## config.mk

```make
export PLATFORM = sky130hd
export DESIGN_NAME = ntt_basemul_accumulate_flat
export DESIGN_NICKNAME = d
export VERILOG_FILES = /design/src/hw/rtl/nbma_pkg.sv /design/src/hw/rtl/nbma_in_if.sv /design/src/hw/rtl/nbma_out_if.sv /design/src/hw/rtl/nbma_dp.sv /design/src/hw/rtl/nbma_ctrl.sv /design/src/hw/rtl/ntt_basemul_accumulate.sv /design/src/flat_wrapper.sv
export SDC_FILE = /design/constraint.sdc
export NUM_CORES = 2
export LEC_CHECK = 0
export BUFFER_PORTS_ARGS = -buffer_cell sky130_fd_sc_hd__buf_4
export CORE_ASPECT_RATIO = 0.5
export CORE_MARGIN = 3
export CORE_UTILIZATION = 64
export DETAILED_ROUTE_END_ITERATION = 16
export PLACE_DENSITY_LB_ADDON = 0.3
export SLEW_MARGIN = 15
export SYNTH_ARGS = -nofsm -noshare
export SYNTH_HDL_FRONTEND = slang
export SYNTH_SLANG_ARGS = --single-unit
```

## constraint.sdc

```tcl
create_clock -name clk -period 8.6 [get_ports clk]
set_clock_uncertainty 0.1 [all_clocks]
set_input_delay 1.29 -clock clk [delete_from_list [all_inputs] [get_ports clk]]
set_output_delay 1.29 -clock clk [all_outputs]
set_load 0.05 [all_outputs]
```

## src/hw/rtl/nbma_pkg.sv

```systemverilog
// Shared types, constants and micro-operation codes of the NTT base multiply accumulator.
`default_nettype none

package nbma_pkg;

  localparam int COEF_WIDTH = 16;
  localparam int TW_WIDTH   = 12;
  localparam int RES_WIDTH  = 13;

  localparam int KQ            = 3329;
  localparam int KQINV         = -3327;
  localparam int BARRETT_V     = ((1 << 26) + KQ / 2) / KQ;
  localparam int BARRETT_ROUND = 1 << 9;
  localparam int MONT_R2       = int'((longint'(1) << 32) % longint'(KQ));

  typedef logic signed [COEF_WIDTH-1:0] coef_t;
  typedef logic signed [TW_WIDTH-1:0]   twiddle_t;
  typedef logic signed [RES_WIDTH-1:0]  res_t;

  // Micro-operations of the shared Montgomery multiplier.
  typedef logic [3:0] op_t;
  localparam op_t OP_A1B1 = 4'd0;   // a1*b1 into the temporary
  localparam op_t OP_T0Z  = 4'd1;   // temporary*zeta added to accumulator 0
  localparam op_t OP_A0B0 = 4'd2;   // added to accumulator 0
  localparam op_t OP_A0B1 = 4'd3;   // added to accumulator 1
  localparam op_t OP_A1B0 = 4'd4;   // added to accumulator 1
  localparam op_t OP_A3B3 = 4'd5;   // a3*b3 into the temporary
  localparam op_t OP_T2Z  = 4'd6;   // temporary*zeta subtracted from accumulator 2
  localparam op_t OP_A2B2 = 4'd7;   // added to accumulator 2
  localparam op_t OP_A2B3 = 4'd8;   // added to accumulator 3
  localparam op_t OP_A3B2 = 4'd9;   // added to accumulator 3
  localparam op_t OP_FIN  = 4'd10;  // temporary*R2 into a result register

  typedef struct packed {
    coef_t    a_c0;
    coef_t    a_c1;
    coef_t    a_c2;
    coef_t    a_c3;
    coef_t    b_c0;
    coef_t    b_c1;
    coef_t    b_c2;
    coef_t    b_c3;
    twiddle_t twiddle;
    logic     last_element;
  } item_t;

  typedef struct packed {
    res_t r_c0;
    res_t r_c1;
    res_t r_c2;
    res_t r_c3;
  } result_t;

  typedef struct packed {
    logic       capture;
    op_t        op;
    logic       mont_issue;
    logic       mont_wb;
    logic       bar_issue;
    logic       bar_wb;
    logic       bar_to_tmp;
    logic [1:0] idx;
    logic       load_out;
  } cmd_t;

  typedef struct packed {
    logic last;
    logic to_mont;
  } status_t;

endpackage

`default_nettype wire

```

## src/hw/rtl/nbma_in_if.sv

```systemverilog
// Input channel: valid/ready handshake carrying one coefficient group transaction.
`default_nettype none

interface nbma_in_if;
  import nbma_pkg::*;

  logic     valid;
  logic     ready;
  coef_t    a_c0;
  coef_t    a_c1;
  coef_t    a_c2;
  coef_t    a_c3;
  coef_t    b_c0;
  coef_t    b_c1;
  coef_t    b_c2;
  coef_t    b_c3;
  twiddle_t twiddle;
  logic     last_element;

  modport source (
    output valid, a_c0, a_c1, a_c2, a_c3, b_c0, b_c1, b_c2, b_c3, twiddle, last_element,
    input  ready
  );

  modport sink (
    input  valid, a_c0, a_c1, a_c2, a_c3, b_c0, b_c1, b_c2, b_c3, twiddle, last_element,
    output ready
  );
endinterface

`default_nettype wire

```

## src/hw/rtl/nbma_out_if.sv

```systemverilog
// Output channel: valid/ready handshake carrying one reduced coefficient group transaction.
`default_nettype none

interface nbma_out_if;
  import nbma_pkg::*;

  logic valid;
  logic ready;
  res_t r_c0;
  res_t r_c1;
  res_t r_c2;
  res_t r_c3;

  modport source (
    output valid, r_c0, r_c1, r_c2, r_c3,
    input  ready
  );

  modport sink (
    input  valid, r_c0, r_c1, r_c2, r_c3,
    output ready
  );
endinterface

`default_nettype wire

```

## src/hw/rtl/nbma_dp.sv

```systemverilog
// Datapath: operand registers, shared Montgomery multiplier, Barrett unit and accumulators.
`default_nettype none

module nbma_dp (
  input  logic              clk,
  input  logic              rst,
  input  nbma_pkg::cmd_t    cmd,
  output nbma_pkg::status_t status,
  input  nbma_pkg::item_t   item,
  output nbma_pkg::result_t result,
  input  logic              wr_en,
  input  logic              wr_data
);
  import nbma_pkg::*;

  localparam coef_t KQ_C    = COEF_WIDTH'(KQ);
  localparam coef_t KQINV_C = COEF_WIDTH'(KQINV);
  localparam coef_t BV_C    = COEF_WIDTH'(BARRETT_V);
  localparam coef_t ROUND_C = COEF_WIDTH'(BARRETT_ROUND);
  localparam coef_t R2_C    = COEF_WIDTH'(MONT_R2);

  coef_t    a [4];
  coef_t    b [4];
  twiddle_t z;
  logic     last;
  logic     to_mont;
  coef_t    acc [4];
  coef_t    tmp;
  res_t     res [4];
  res_t     out_c [4];

  // Montgomery multiplier pipeline.
  coef_t                        mx;
  coef_t                        my;
  coef_t                        z_ext;
  logic signed [2*COEF_WIDTH-1:0] prod_c;
  logic signed [2*COEF_WIDTH-1:0] m_prod;
  logic signed [2*COEF_WIDTH-1:0] u_full;
  logic signed [2*COEF_WIDTH-1:0] t_full;
  coef_t                        m_lo;
  coef_t                        m_u;
  coef_t                        m_hi;
  coef_t                        mres;

  // Barrett reduction.
  logic signed [2*COEF_WIDTH-1:0] b_prod;
  logic signed [2*COEF_WIDTH-1:0] thq;
  coef_t                        b_x;
  coef_t                        th1;
  coef_t                        th2;
  logic signed [5:0]            th3;
  coef_t                        bar_r;

  assign z_ext = COEF_WIDTH'(z);

  always_comb begin
    mx = '0;
    my = '0;
    case (cmd.op)
      OP_A1B1: begin
        mx = a[1];
        my = b[1];
      end
      OP_A0B0: begin
        mx = a[0];
        my = b[0];
      end
      OP_A0B1: begin
        mx = a[0];
        my = b[1];
      end
      OP_A1B0: begin
        mx = a[1];
        my = b[0];
      end
      OP_A3B3: begin
        mx = a[3];
        my = b[3];
      end
      OP_A2B2: begin
        mx = a[2];
        my = b[2];
      end
      OP_A2B3: begin
        mx = a[2];
        my = b[3];
      end
      OP_A3B2: begin
        mx = a[3];
        my = b[2];
      end
      OP_T0Z, OP_T2Z: begin
        mx = tmp;
        my = z_ext;
      end
      OP_FIN: begin
        mx = tmp;
        my = R2_C;
      end
      default: begin
      end
    endcase
  end

  assign prod_c = (2*COEF_WIDTH)'(mx) * (2*COEF_WIDTH)'(my);
  assign m_lo   = $signed(m_prod[COEF_WIDTH-1:0]);
  assign u_full = (2*COEF_WIDTH)'(m_lo) * (2*COEF_WIDTH)'(KQINV_C);
  assign t_full = (2*COEF_WIDTH)'(m_u) * (2*COEF_WIDTH)'(KQ_C);
  assign mres   = m_hi - $signed(t_full[2*COEF_WIDTH-1:COEF_WIDTH]);

  always_ff @(posedge clk) begin
    if (cmd.mont_issue) begin
      m_prod <= prod_c;
    end
    m_u  <= $signed(u_full[COEF_WIDTH-1:0]);
    m_hi <= $signed(m_prod[2*COEF_WIDTH-1:COEF_WIDTH]);
  end

  assign th1   = $signed(b_prod[2*COEF_WIDTH-1:COEF_WIDTH]);
  assign th2   = th1 + ROUND_C;
  assign th3   = $signed(th2[COEF_WIDTH-1:10]);
  assign thq   = (2*COEF_WIDTH)'(th3) * (2*COEF_WIDTH)'(KQ_C);
  assign bar_r = b_x - $signed(thq[COEF_WIDTH-1:0]);

  always_ff @(posedge clk) begin
    if (cmd.bar_issue) begin
      b_prod <= (2*COEF_WIDTH)'(acc[cmd.idx]) * (2*COEF_WIDTH)'(BV_C);
      b_x    <= acc[cmd.idx];
    end
  end

  always_ff @(posedge clk) begin
    if (cmd.capture) begin
      a[0] <= item.a_c0;
      a[1] <= item.a_c1;
      a[2] <= item.a_c2;
      a[3] <= item.a_c3;
      b[0] <= item.b_c0;
      b[1] <= item.b_c1;
      b[2] <= item.b_c2;
      b[3] <= item.b_c3;
      z    <= item.twiddle;
      last <= item.last_element;
    end
  end

  always_ff @(posedge clk) begin
    if (rst) begin
      to_mont <= 1'b0;
    end else if (wr_en) begin
      to_mont <= wr_data;
    end
  end

  always_ff @(posedge clk) begin
    if (rst) begin
      for (int k = 0; k < 4; k++) begin
        acc[k] <= '0;
      end
    end else if (cmd.load_out) begin
      for (int k = 0; k < 4; k++) begin
        acc[k] <= '0;
      end
    end else if (cmd.mont_wb) begin
      case (cmd.op)
        OP_T0Z, OP_A0B0: acc[0] <= acc[0] + mres;
        OP_A0B1, OP_A1B0: acc[1] <= acc[1] + mres;
        OP_T2Z: acc[2] <= acc[2] - mres;
        OP_A2B2: acc[2] <= acc[2] + mres;
        OP_A2B3, OP_A3B2: acc[3] <= acc[3] + mres;
        default: begin
        end
      endcase
    end
  end

  always_ff @(posedge clk) begin
    if (cmd.mont_wb) begin
      case (cmd.op)
        OP_A1B1, OP_A3B3: tmp <= mres;
        OP_FIN: res[cmd.idx] <= $signed(mres[RES_WIDTH-1:0]);
        default: begin
        end
      endcase
    end else if (cmd.bar_wb) begin
      if (cmd.bar_to_tmp) begin
        tmp <= bar_r;
      end else begin
        res[cmd.idx] <= $signed(bar_r[RES_WIDTH-1:0]);
      end
    end
  end

  always_ff @(posedge clk) begin
    if (cmd.load_out) begin
      for (int k = 0; k < 4; k++) begin
        out_c[k] <= res[k];
      end
    end
  end

  assign result.r_c0 = out_c[0];
  assign result.r_c1 = out_c[1];
  assign result.r_c2 = out_c[2];
  assign result.r_c3 = out_c[3];

  assign status.last    = last;
  assign status.to_mont = to_mont;

endmodule

`default_nettype wire

```

## src/hw/rtl/nbma_ctrl.sv

```systemverilog
// Controller: sequences the ten products, the final reduction and the output handshake.
`default_nettype none

module nbma_ctrl (
  input  logic              clk,
  input  logic              rst,
  input  logic              in_valid,
  output logic              in_ready,
  output logic              out_valid,
  input  logic              out_ready,
  input  nbma_pkg::status_t status,
  output nbma_pkg::cmd_t    cmd
);
  import nbma_pkg::*;

  localparam logic [2:0] S_IDLE = 3'd0;
  localparam logic [2:0] S_MUL  = 3'd1;
  localparam logic [2:0] S_BAR  = 3'd2;
  localparam logic [2:0] S_FMUL = 3'd3;
  localparam logic [2:0] S_EMIT = 3'd4;

  localparam logic [1:0] PH_ISSUE = 2'd0;
  localparam logic [1:0] PH_WAIT  = 2'd1;
  localparam logic [1:0] PH_WB    = 2'd2;

  localparam logic [1:0] LAST_IDX = 2'd3;

  logic [2:0] state;
  logic [1:0] phase;
  op_t        op;
  logic [1:0] idx;
  logic       mul_state;

  assign mul_state = (state == S_MUL) || (state == S_FMUL);

  always_comb begin
    cmd            = '0;
    in_ready       = (state == S_IDLE);
    cmd.capture    = in_valid && in_ready;
    cmd.op         = (state == S_FMUL) ? OP_FIN : op;
    cmd.idx        = idx;
    cmd.mont_issue = mul_state && (phase == PH_ISSUE);
    cmd.mont_wb    = mul_state && (phase == PH_WB);
    cmd.bar_issue  = (state == S_BAR) && (phase == PH_ISSUE);
    cmd.bar_wb     = (state == S_BAR) && (phase == PH_WAIT);
    cmd.bar_to_tmp = status.to_mont;
    cmd.load_out   = (state == S_EMIT) && (!out_valid || out_ready);
  end

  always_ff @(posedge clk) begin
    if (rst) begin
      state     <= S_IDLE;
      phase     <= PH_ISSUE;
      op        <= OP_A1B1;
      idx       <= '0;
      out_valid <= 1'b0;
    end else begin
      if (cmd.load_out) begin
        out_valid <= 1'b1;
      end else if (out_valid && out_ready) begin
        out_valid <= 1'b0;
      end
      case (state)
        S_IDLE: begin
          if (cmd.capture) begin
            state <= S_MUL;
            phase <= PH_ISSUE;
            op    <= OP_A1B1;
          end
        end
        S_MUL: begin
          case (phase)
            PH_ISSUE: phase <= PH_WAIT;
            PH_WAIT:  phase <= PH_WB;
            PH_WB: begin
              phase <= PH_ISSUE;
              if (op == OP_A3B2) begin
                idx   <= '0;
                state <= status.last ? S_BAR : S_IDLE;
              end else begin
                op <= op + 1'b1;
              end
            end
            default: phase <= PH_ISSUE;
          endcase
        end
        S_BAR: begin
          case (phase)
            PH_ISSUE: phase <= PH_WAIT;
            PH_WAIT: begin
              phase <= PH_ISSUE;
              if (status.to_mont) begin
                state <= S_FMUL;
              end else if (idx == LAST_IDX) begin
                state <= S_EMIT;
              end else begin
                idx <= idx + 1'b1;
              end
            end
            default: phase <= PH_ISSUE;
          endcase
        end
        S_FMUL: begin
          case (phase)
            PH_ISSUE: phase <= PH_WAIT;
            PH_WAIT:  phase <= PH_WB;
            PH_WB: begin
              phase <= PH_ISSUE;
              if (idx == LAST_IDX) begin
                state <= S_EMIT;
              end else begin
                idx   <= idx + 1'b1;
                state <= S_BAR;
              end
            end
            default: phase <= PH_ISSUE;
          endcase
        end
        S_EMIT: begin
          if (cmd.load_out) begin
            state <= S_IDLE;
          end
        end
        default: state <= S_IDLE;
      endcase
    end
  end

endmodule

`default_nettype wire

```

## src/hw/rtl/ntt_basemul_accumulate.sv

```systemverilog
// Top level of the Kyber NTT-domain base multiply and accumulate block.
// Usage:
//   The operands channel takes one transaction per coefficient group of one vector
//   element: four coefficients each of a and b plus the group's Montgomery-form zeta.
//   Its products are added into four 16-bit wrapping accumulators. A transaction with
//   last_element set is followed by rounding Barrett reduction of each accumulator,
//   optionally a Montgomery multiply by 2^32 mod q (wr_en/wr_data set to_montgomery),
//   and one transaction on the results channel; the accumulators then clear.
// Sequencing:
//   One Montgomery multiplier is shared by all ten products of a transaction; each
//   product passes through issue, wait and write-back phases, and a new transaction
//   is accepted only once the block has finished the last one. The closing reduction
//   takes each coefficient in turn through Barrett issue and write-back, then with
//   to_montgomery set a multiply by 2^32 mod q; the output register loads last.
// Stalls and reset:
//   The result sits in an output register, so a new operand transaction is accepted
//   while the receiver stalls; the block only waits when the next result is ready
//   to load and the previous one has not been taken yet. Reset (synchronous, active
//   high) clears the accumulators, to_montgomery and all handshake state. The user
//   must write configuration only while the block is idle; the block does not check.
`default_nettype none

module ntt_basemul_accumulate (
  input logic         clk,
  input logic         rst,
  nbma_in_if.sink     operands,
  nbma_out_if.source  results,
  input logic         wr_en,
  input logic         wr_data
);
  import nbma_pkg::*;

  cmd_t    cmd;
  status_t status;
  item_t   item;
  result_t result;
  logic    out_valid;
  logic    in_ready;

  // Gather the operand fields into one bundle for the datapath.
  assign item.a_c0         = operands.a_c0;
  assign item.a_c1         = operands.a_c1;
  assign item.a_c2         = operands.a_c2;
  assign item.a_c3         = operands.a_c3;
  assign item.b_c0         = operands.b_c0;
  assign item.b_c1         = operands.b_c1;
  assign item.b_c2         = operands.b_c2;
  assign item.b_c3         = operands.b_c3;
  assign item.twiddle      = operands.twiddle;
  assign item.last_element = operands.last_element;

  assign operands.ready = in_ready;

  // The controller owns the handshakes, the datapath owns every payload bit.
  nbma_ctrl u_ctrl (
    .clk       (clk),
    .rst       (rst),
    .in_valid  (operands.valid),
    .in_ready  (in_ready),
    .out_valid (out_valid),
    .out_ready (results.ready),
    .status    (status),
    .cmd       (cmd)
  );

  nbma_dp u_dp (
    .clk     (clk),
    .rst     (rst),
    .cmd     (cmd),
    .status  (status),
    .item    (item),
    .result  (result),
    .wr_en   (wr_en),
    .wr_data (wr_data)
  );

  assign results.valid = out_valid;
  assign results.r_c0  = result.r_c0;
  assign results.r_c1  = result.r_c1;
  assign results.r_c2  = result.r_c2;
  assign results.r_c3  = result.r_c3;

endmodule

`default_nettype wire

```

## src/flat_wrapper.sv

```systemverilog
// flat-port wrapper written by rule: the top's interface ports become plain ports
module ntt_basemul_accumulate_flat import nbma_pkg::*;
  (clk, rst, wr_en, wr_data, operands_valid, operands_a_c0, operands_a_c1, operands_a_c2, operands_a_c3, operands_b_c0, operands_b_c1, operands_b_c2, operands_b_c3, operands_twiddle, operands_last_element, operands_ready, results_valid, results_r_c0, results_r_c1, results_r_c2, results_r_c3, results_ready);
  nbma_in_if operands_i ();
  nbma_out_if results_i ();
  input logic clk;
  input logic rst;
  input logic wr_en;
  input logic wr_data;
  input wire logic [$bits(operands_i.valid)-1:0] operands_valid;
  input wire logic [$bits(operands_i.a_c0)-1:0] operands_a_c0;
  input wire logic [$bits(operands_i.a_c1)-1:0] operands_a_c1;
  input wire logic [$bits(operands_i.a_c2)-1:0] operands_a_c2;
  input wire logic [$bits(operands_i.a_c3)-1:0] operands_a_c3;
  input wire logic [$bits(operands_i.b_c0)-1:0] operands_b_c0;
  input wire logic [$bits(operands_i.b_c1)-1:0] operands_b_c1;
  input wire logic [$bits(operands_i.b_c2)-1:0] operands_b_c2;
  input wire logic [$bits(operands_i.b_c3)-1:0] operands_b_c3;
  input wire logic [$bits(operands_i.twiddle)-1:0] operands_twiddle;
  input wire logic [$bits(operands_i.last_element)-1:0] operands_last_element;
  output wire logic [$bits(operands_i.ready)-1:0] operands_ready;
  output wire logic [$bits(results_i.valid)-1:0] results_valid;
  output wire logic [$bits(results_i.r_c0)-1:0] results_r_c0;
  output wire logic [$bits(results_i.r_c1)-1:0] results_r_c1;
  output wire logic [$bits(results_i.r_c2)-1:0] results_r_c2;
  output wire logic [$bits(results_i.r_c3)-1:0] results_r_c3;
  input wire logic [$bits(results_i.ready)-1:0] results_ready;
  assign operands_i.valid = operands_valid;
  assign operands_i.a_c0 = operands_a_c0;
  assign operands_i.a_c1 = operands_a_c1;
  assign operands_i.a_c2 = operands_a_c2;
  assign operands_i.a_c3 = operands_a_c3;
  assign operands_i.b_c0 = operands_b_c0;
  assign operands_i.b_c1 = operands_b_c1;
  assign operands_i.b_c2 = operands_b_c2;
  assign operands_i.b_c3 = operands_b_c3;
  assign operands_i.twiddle = operands_twiddle;
  assign operands_i.last_element = operands_last_element;
  assign operands_ready = operands_i.ready;
  assign results_valid = results_i.valid;
  assign results_r_c0 = results_i.r_c0;
  assign results_r_c1 = results_i.r_c1;
  assign results_r_c2 = results_i.r_c2;
  assign results_r_c3 = results_i.r_c3;
  assign results_i.ready = results_ready;
  ntt_basemul_accumulate u_core (.clk(clk), .rst(rst), .operands(operands_i), .results(results_i), .wr_en(wr_en), .wr_data(wr_data));
endmodule
```

Word level (Yosys, flattened, before mapping). Memory sizes are Yosys's and may differ from the RTL's. A register that Yosys moved wholly into a read port is not among the register bits. Cells that the tools add are included.

Add/sub/neg operators: 10. Multipliers: 5. Eq/ne operators: 28. Muxes and demuxes: 87. Bitwise operators: 10. Reduce and logical (&&, ||, !) cells: 39.

Operators with widths (number): $mux 16 (13); $pmux 16 s6 (1); $pmux 16 s5 (1); $add 16x16->16 (4); $mux 1 (43); $mul 16x16->32 (1); $mul 16x16->32 const B (1); $sub 16x16->16 (2); $mul 16x13->29 const B (1); $reduce_or 2->1 (14); $mux 3 (9); $mux 2 (10); $add 16x11->16 const B (1); $eq 4x3->1 const B (4); $eq 4x4->1 const B (4); $mul 16x13->16 const B (1); $mul 6x13->16 const B (1); $mux 4 (4); $sub 16x13->16 (1); $pmux 3 s5 (1); $mux 13 (1); $ne 2x1->1 const B (6); $pmux 2 s3 (2); $or 1x1->1 (10); other kinds (27) (43).

Register bits: 154. Bits in writable memories: 296. Input port bits: 147. Output and inout bits: 54. Logic and storage cells: 198. Memories: 5.

Memory list: u_core.u_dp.a (words 4, width 16, read ports 4, clocked after memory_dff 0, wr ports 4, RTL line nbma_dp.sv:22) `coef_t a [4];`; u_core.u_dp.acc (words 4, width 16, read ports 5, clocked after memory_dff 1, wr ports 4, RTL line nbma_dp.sv:27) `coef_t acc [4];`; u_core.u_dp.b (words 4, width 16, read ports 4, clocked after memory_dff 0, wr ports 4, RTL line nbma_dp.sv:23) `coef_t b [4];`; u_core.u_dp.out_c (words 4, width 13, read ports 4, clocked after memory_dff 0, wr ports 4, RTL line nbma_dp.sv:30) `res_t out_c [4];`; u_core.u_dp.res (words 4, width 13, read ports 4, clocked after memory_dff 0, wr ports 1, RTL line nbma_dp.sv:29) `res_t res [4];`.

Depth between registers and ports, before layout.
Depth in word-level cells: 10. Mapped depth: 38.

Modules after synthesis. Synthesis repeated with hierarchy kept, for this count alone.

Cell total of the unflattened synthesis: 3497. Area, all modules: 38353.0 um^2.

By module, submodules not included: nbma_dp (instances 1, cells an instance 3396, area each 37544.8 um^2, sequential area each 12071.6 um^2); nbma_ctrl (instances 1, cells an instance 101, area each 808.3 um^2, sequential area each 240.2 um^2).

Worst setup path after synthesis. Ideal clock, no wire load.

Path type: register -> register. Start: reg u_core.u_ctrl.state[0]. End: reg u_core.u_dp.m_prod[31] (data pin). Arrival: 7408 ps. Data required time: 8240 ps. Setup slack: 832 ps. Cell stages (with the launch flop): 34. Path through: dfxtp_1 -> nor2b_1 -> and2_1 -> buf_2 -> or2_1 -> buf_2 -> nor2_1 -> buf_2 -> a22oi_1 -> nand2_1 -> a21oi_1 -> clkbuf_1 -> nor2_1 -> fa_1 -> inv_1 -> fa_1 -> fa_1 -> inv_1 -> fa_1 -> fa_1 -> inv_1 -> fa_1 -> inv_1 -> ha_1 -> a21o_1 -> a21oi_1 -> nor2_1 -> a311oi_1 -> o21ai_1 -> o21ai_1 -> o211ai_1 -> a21o_1 -> a21oi_1 -> xnor2_1.

Cells in the longest elaborated chain, start to end: 6.

Ends and longest elaborated chain: start: declaration (RTL line nbma_ctrl.sv:28) `logic [2:0] state;`; start signal: assignment (RTL line nbma_ctrl.sv:79) `state <= status.last ? S_BAR : S_IDLE;`; $eq 3x2->1 (*) (RTL line nbma_ctrl.sv:40) `cmd.op = (state == S_FMUL) ? OP_FIN : op;`; $mux 4 (*) (RTL line nbma_ctrl.sv:40); $eq 4x4->1 (tied with other cells) (RTL line nbma_dp.sv:59) `case (cmd.op)`; $reduce_or 3->1 (no source line) / $reduce_or 2->1 (equally long branches); $pmux 16 s5 / $pmux 16 s6 (equally long branches) (RTL line nbma_dp.sv:59); $mul 16x16->32 (*) (RTL line nbma_dp.sv:105) `assign prod_c = (2*COEF_WIDTH)'(mx) * (2*COEF_WIDTH)'(my);`; via u_core.u_dp.prod_c[31] (RTL line nbma_dp.sv:36) `logic signed [2*COEF_WIDTH-1:0] prod_c;`; end signal: assignment (RTL line nbma_dp.sv:113) `m_prod <= prod_c;`; end: declaration (RTL line nbma_dp.sv:37) `logic signed [2*COEF_WIDTH-1:0] m_prod;`.

Mark *: on every way through the listed nets, which the timed path passes. The rest lies on a longest branch. A chain may end at the register's enable or synchronous reset.

Worst setup path in the final report.
Start: reg u_core.u_ctrl.op[2]. End: reg u_core.u_dp.m_prod[30] (data pin).

Cells in the longest elaborated chain, start to end: 5.

Ends and longest elaborated chain: start: declaration (RTL line nbma_ctrl.sv:30) `op_t op;`; start signal: assignment (RTL line nbma_ctrl.sv:81) `op <= op + 1'b1;`; $mux 4 (*) (RTL line nbma_ctrl.sv:40); $eq 4x4->1 (tied with other cells) (RTL line nbma_dp.sv:59); $reduce_or 3->1 (no source line) / $reduce_or 2->1 (equally long branches); $pmux 16 s5 / $pmux 16 s6 (equally long branches) (RTL line nbma_dp.sv:59); $mul 16x16->32 (*) (RTL line nbma_dp.sv:105); via u_core.u_dp.prod_c[30] (RTL line nbma_dp.sv:36).

Marked as above.

==> results.sh <==
export IMPL_status="completed"
export IMPL_grt_overflow=0
export IMPL_relSlewSlack_pct=18.10
export IMPL_cts_root_buf="clkbuf_16"
export IMPL_syn_area_per_cell_sq_um=10.84
export IMPL_drv_slew=0
export IMPL_finalCriticalPeriod_ps=8203
export IMPL_synth_largest_area_cell="edfxtp_1"
export IMPL_netlist_area_sq_um=38420
export IMPL_layout_drive_gt1_share_pct=11.29
export IMPL_cts_tree="built"
export IMPL_antenna_found_initial=0
export IMPL_drtPass1Iterations=6
export IMPL_r2r_cells=29
export IMPL_portBuffers=200
export IMPL_async_flop_share_pct=0
export IMPL_r2r_end="u_core.u_dp.m_prod[30]"
export IMPL_hold_depth=0
export IMPL_synthCells=3546
export IMPL_drc=0
export IMPL_insertion_delay_ps=560
export IMPL_rr_startpoint="u_core.u_ctrl.op[2]"
export IMPL_clock_path_buffers=3
export IMPL_numCtsBuffers=39
export IMPL_io_pins=201
export IMPL_antenna_diode_count=0
export IMPL_vias=26900
export IMPL_regToRegSetupSlack_ps=400
export IMPL_critPathRequiredTime_ps=8800
export IMPL_syn2layout_area_growth_pct=11.18
export IMPL_worst_setup_path_start_kind="flip-flop"
export IMPL_rows=62
export IMPL_finalNetCount=4822
export IMPL_crit_start="u_core.u_ctrl.op[2]"
export IMPL_arrival_ps=8400
export IMPL_finalHoldViolCount=0
export IMPL_crit_fanout=13
export IMPL_vias_per_cell=5.817
export IMPL_core_area_sq_um=58340
export IMPL_synthTopCellsByArea="edfxtp_1, fa_1, ha_1"
export IMPL_path_delay_family="adder cells"
export IMPL_clk_pin_slew_ps=60
export IMPL_crit_type="flip-flop to flip-flop"
export IMPL_antenna_left=0
export IMPL_yosys_warnings=0
export IMPL_finalCritPeriodShare_pct=95.39
export IMPL_synth_nets=4573
export IMPL_hpwl_microns=77300
export IMPL_avgRoutedWirePerCell_microns=20.73
export IMPL_yosysTopAreaCellShare_pct=29.70
export IMPL_fin_hold_ws_ps=239.0
export IMPL_ys_types=79
export IMPL_drt_total_wl_microns=95890
export IMPL_holdBufCountCts=0
export IMPL_tightest_slew_ps=1216
export IMPL_fmax_ghz=0.1219
export IMPL_fp_dieH_microns=179.3
export IMPL_end_kind="flip-flop"
export IMPL_cpPeakStageDelay_ps=610
export IMPL_n_fill_cell=3998
export IMPL_hp_class="flip-flop to flip-flop"
export IMPL_start_util_pct=65.87
export IMPL_h_tree_depth=2
export IMPL_seq_area_sq_um=12350
export IMPL_ys_seq_area_share_pct=32.15
export IMPL_gp_congestion=0.9626
export IMPL_clock_sinks=427
export IMPL_synth_edf_count=380
export IMPL_multi_input_area_sq_um=23030
export IMPL_setup_violations=0
export IMPL_worst_path_most_repeated_cell="fa_1"
export IMPL_grt_pass1_vias=27980
export IMPL_maxCapViolations=0
export IMPL_rsz0062_at_grt="false"
export IMPL_fp_dieW_microns=352.5
export IMPL_synthFlopType="edfxtp_1"
export IMPL_synth_seq_cells=427
export IMPL_hold_end="u_core.u_dp.m_hi[8]"
export IMPL_die_area_sq_um=63190
export IMPL_gr_usage_all_layers_pct=30.93
export IMPL_cpMaxStageDelayCell="and4_1"
export IMPL_grt_max_degree=78
export IMPL_drt_iter0_markers=2407
export IMPL_yosys_cell_count_top_type="inv_1"
export IMPL_worst_path_buf_inv=6
export IMPL_synth_common_cells="inv_1, fa_1, ha_1"
export IMPL_grt_pass1_wl_microns=150500
export IMPL_hp_start="u_core.u_dp.m_prod[24]"
==> layer usage <==
metal	part of all wire, %	up-vias	track usage, %
met5	0	-	0
met4	3.4	0	9.822
li1	-	12150	-
met2	48	1133	52.92
met1	40	13420	41.28
met3	8.1	197	4.666
==> worst max path at each step <==
stage          slack, ps  cells past startpoint                     end
6_report             400                     29  u_core.u_dp.m_prod[30]
5_1_grt                3                     29  u_core.u_dp.m_prod[30]
4_1_cts                9                     35  u_core.u_dp.acc[2][14]
3_5_place_dp        -180                     36  u_core.u_dp.acc[2][15]
3_3_place_gp          90                     36  u_core.u_dp.acc[2][15]
2_1_floorplan        830                     33  u_core.u_dp.m_prod[31]
==> state kept, by name, indices dropped and copies added, names as in the netlist, named ones only <==
register                 count
u_core.u_dp.m_hi            16
u_core.u_ctrl.out_valid      1
u_core.u_dp.a               64
u_core.u_dp.last             1
u_core.u_dp.z               12
u_core.u_dp.b               64
u_core.u_ctrl.op             4
u_core.u_dp.out_c           52
u_core.u_dp.to_mont          1
u_core.u_dp.m_prod          32
u_core.u_dp.tmp             16
u_core.u_dp.b_x             15
u_core.u_dp.m_u             16
u_core.u_ctrl.idx            2
u_core.u_ctrl.state          3
u_core.u_dp.b_prod           8
u_core.u_ctrl.phase          2
u_core.u_dp.acc             64
u_core.u_dp.res             52
==> area by class of cell <==
cell class                 count  area share [%]
sequential                   427           28.92
timing repair buffer         283           5.032
clock inverter                19          0.4950
inverter                     775           6.810
multi-input combinational   2269           53.91
clock buffer                  52           2.496
tap                          800           2.343
==> layout by cell type (no fill, tap or decap), types with 15 or more instances in the layout <==
master	Yosys	final
dfxtp_1	47	47
o21ai_0	76	74
nor2b_1	31	31
or2_1	17	17
o21a_1	17	17
inv_1	773	773
edfxtp_1	380	380
a221oi_2	14	16
mux4_2	17	17
a21oi_1	130	128
xor2_1	33	33
fa_1	455	455
or2_2	15	15
o21bai_1	21	21
ha_1	425	425
nand3_1	29	29
a21o_1	52	52
buf_4	0	281
clkbuf_16	0	40
nor3_1	39	34
nand2b_1	25	25
xnor2_1	117	114
a22oi_1	36	36
nand2_1	210	210
nor2_1	289	288
a221o_1	15	15
==> logic make-up (layout without fill, tap and decap cells) <==
| logic type | after synthesis | after routing | share of synthesized area, % |
|---|---|---|---|
| multiplexers | 26 | 26 | 1.234 |
| buffers and inverters | 850 | 1129 | 8.359 |
| AND/OR/NAND/NOR | 727 | 727 | 8.502 |
| AO/OA/AOI/OAI | 483 | 483 | 8.616 |
| XOR/XNOR | 153 | 153 | 3.595 |
| adder cells (fa/ha/maj) | 880 | 880 | 37.55 |
| flip-flops | 427 | 427 | 32.15 |
==> stage by stage <==
stage | instance area, sq um | setup WS [ps] | utilization, % | cells | setup TNS (ps)
6_report | 42720 | 396.6 | 73.23 | 4625 | 0
5_1_grt | 42720 | 2.652 | 73.23 | 4625 | 0
4_1_cts | 42600 | 9.406 | 73.02 | 4621 | 0
3_5_place_dp | 41310 | -183.6 | 70.82 | 4550 | -183.6
3_3_place_gp | 41310 | 92.11 | 70.82 | 4550 | 0
2_1_floorplan | 38420 | 832.4 | - | 3546 | 0
==> timing repair <==
action	CTS	global route
setup buffers	0	4
setup endpoints to repair	1	15
gates resized for setup	2	16
pin swaps	0	3
Power is not shown: default switching activity piles up to over one toggle a cycle in this logic, so the estimate is an artifact.
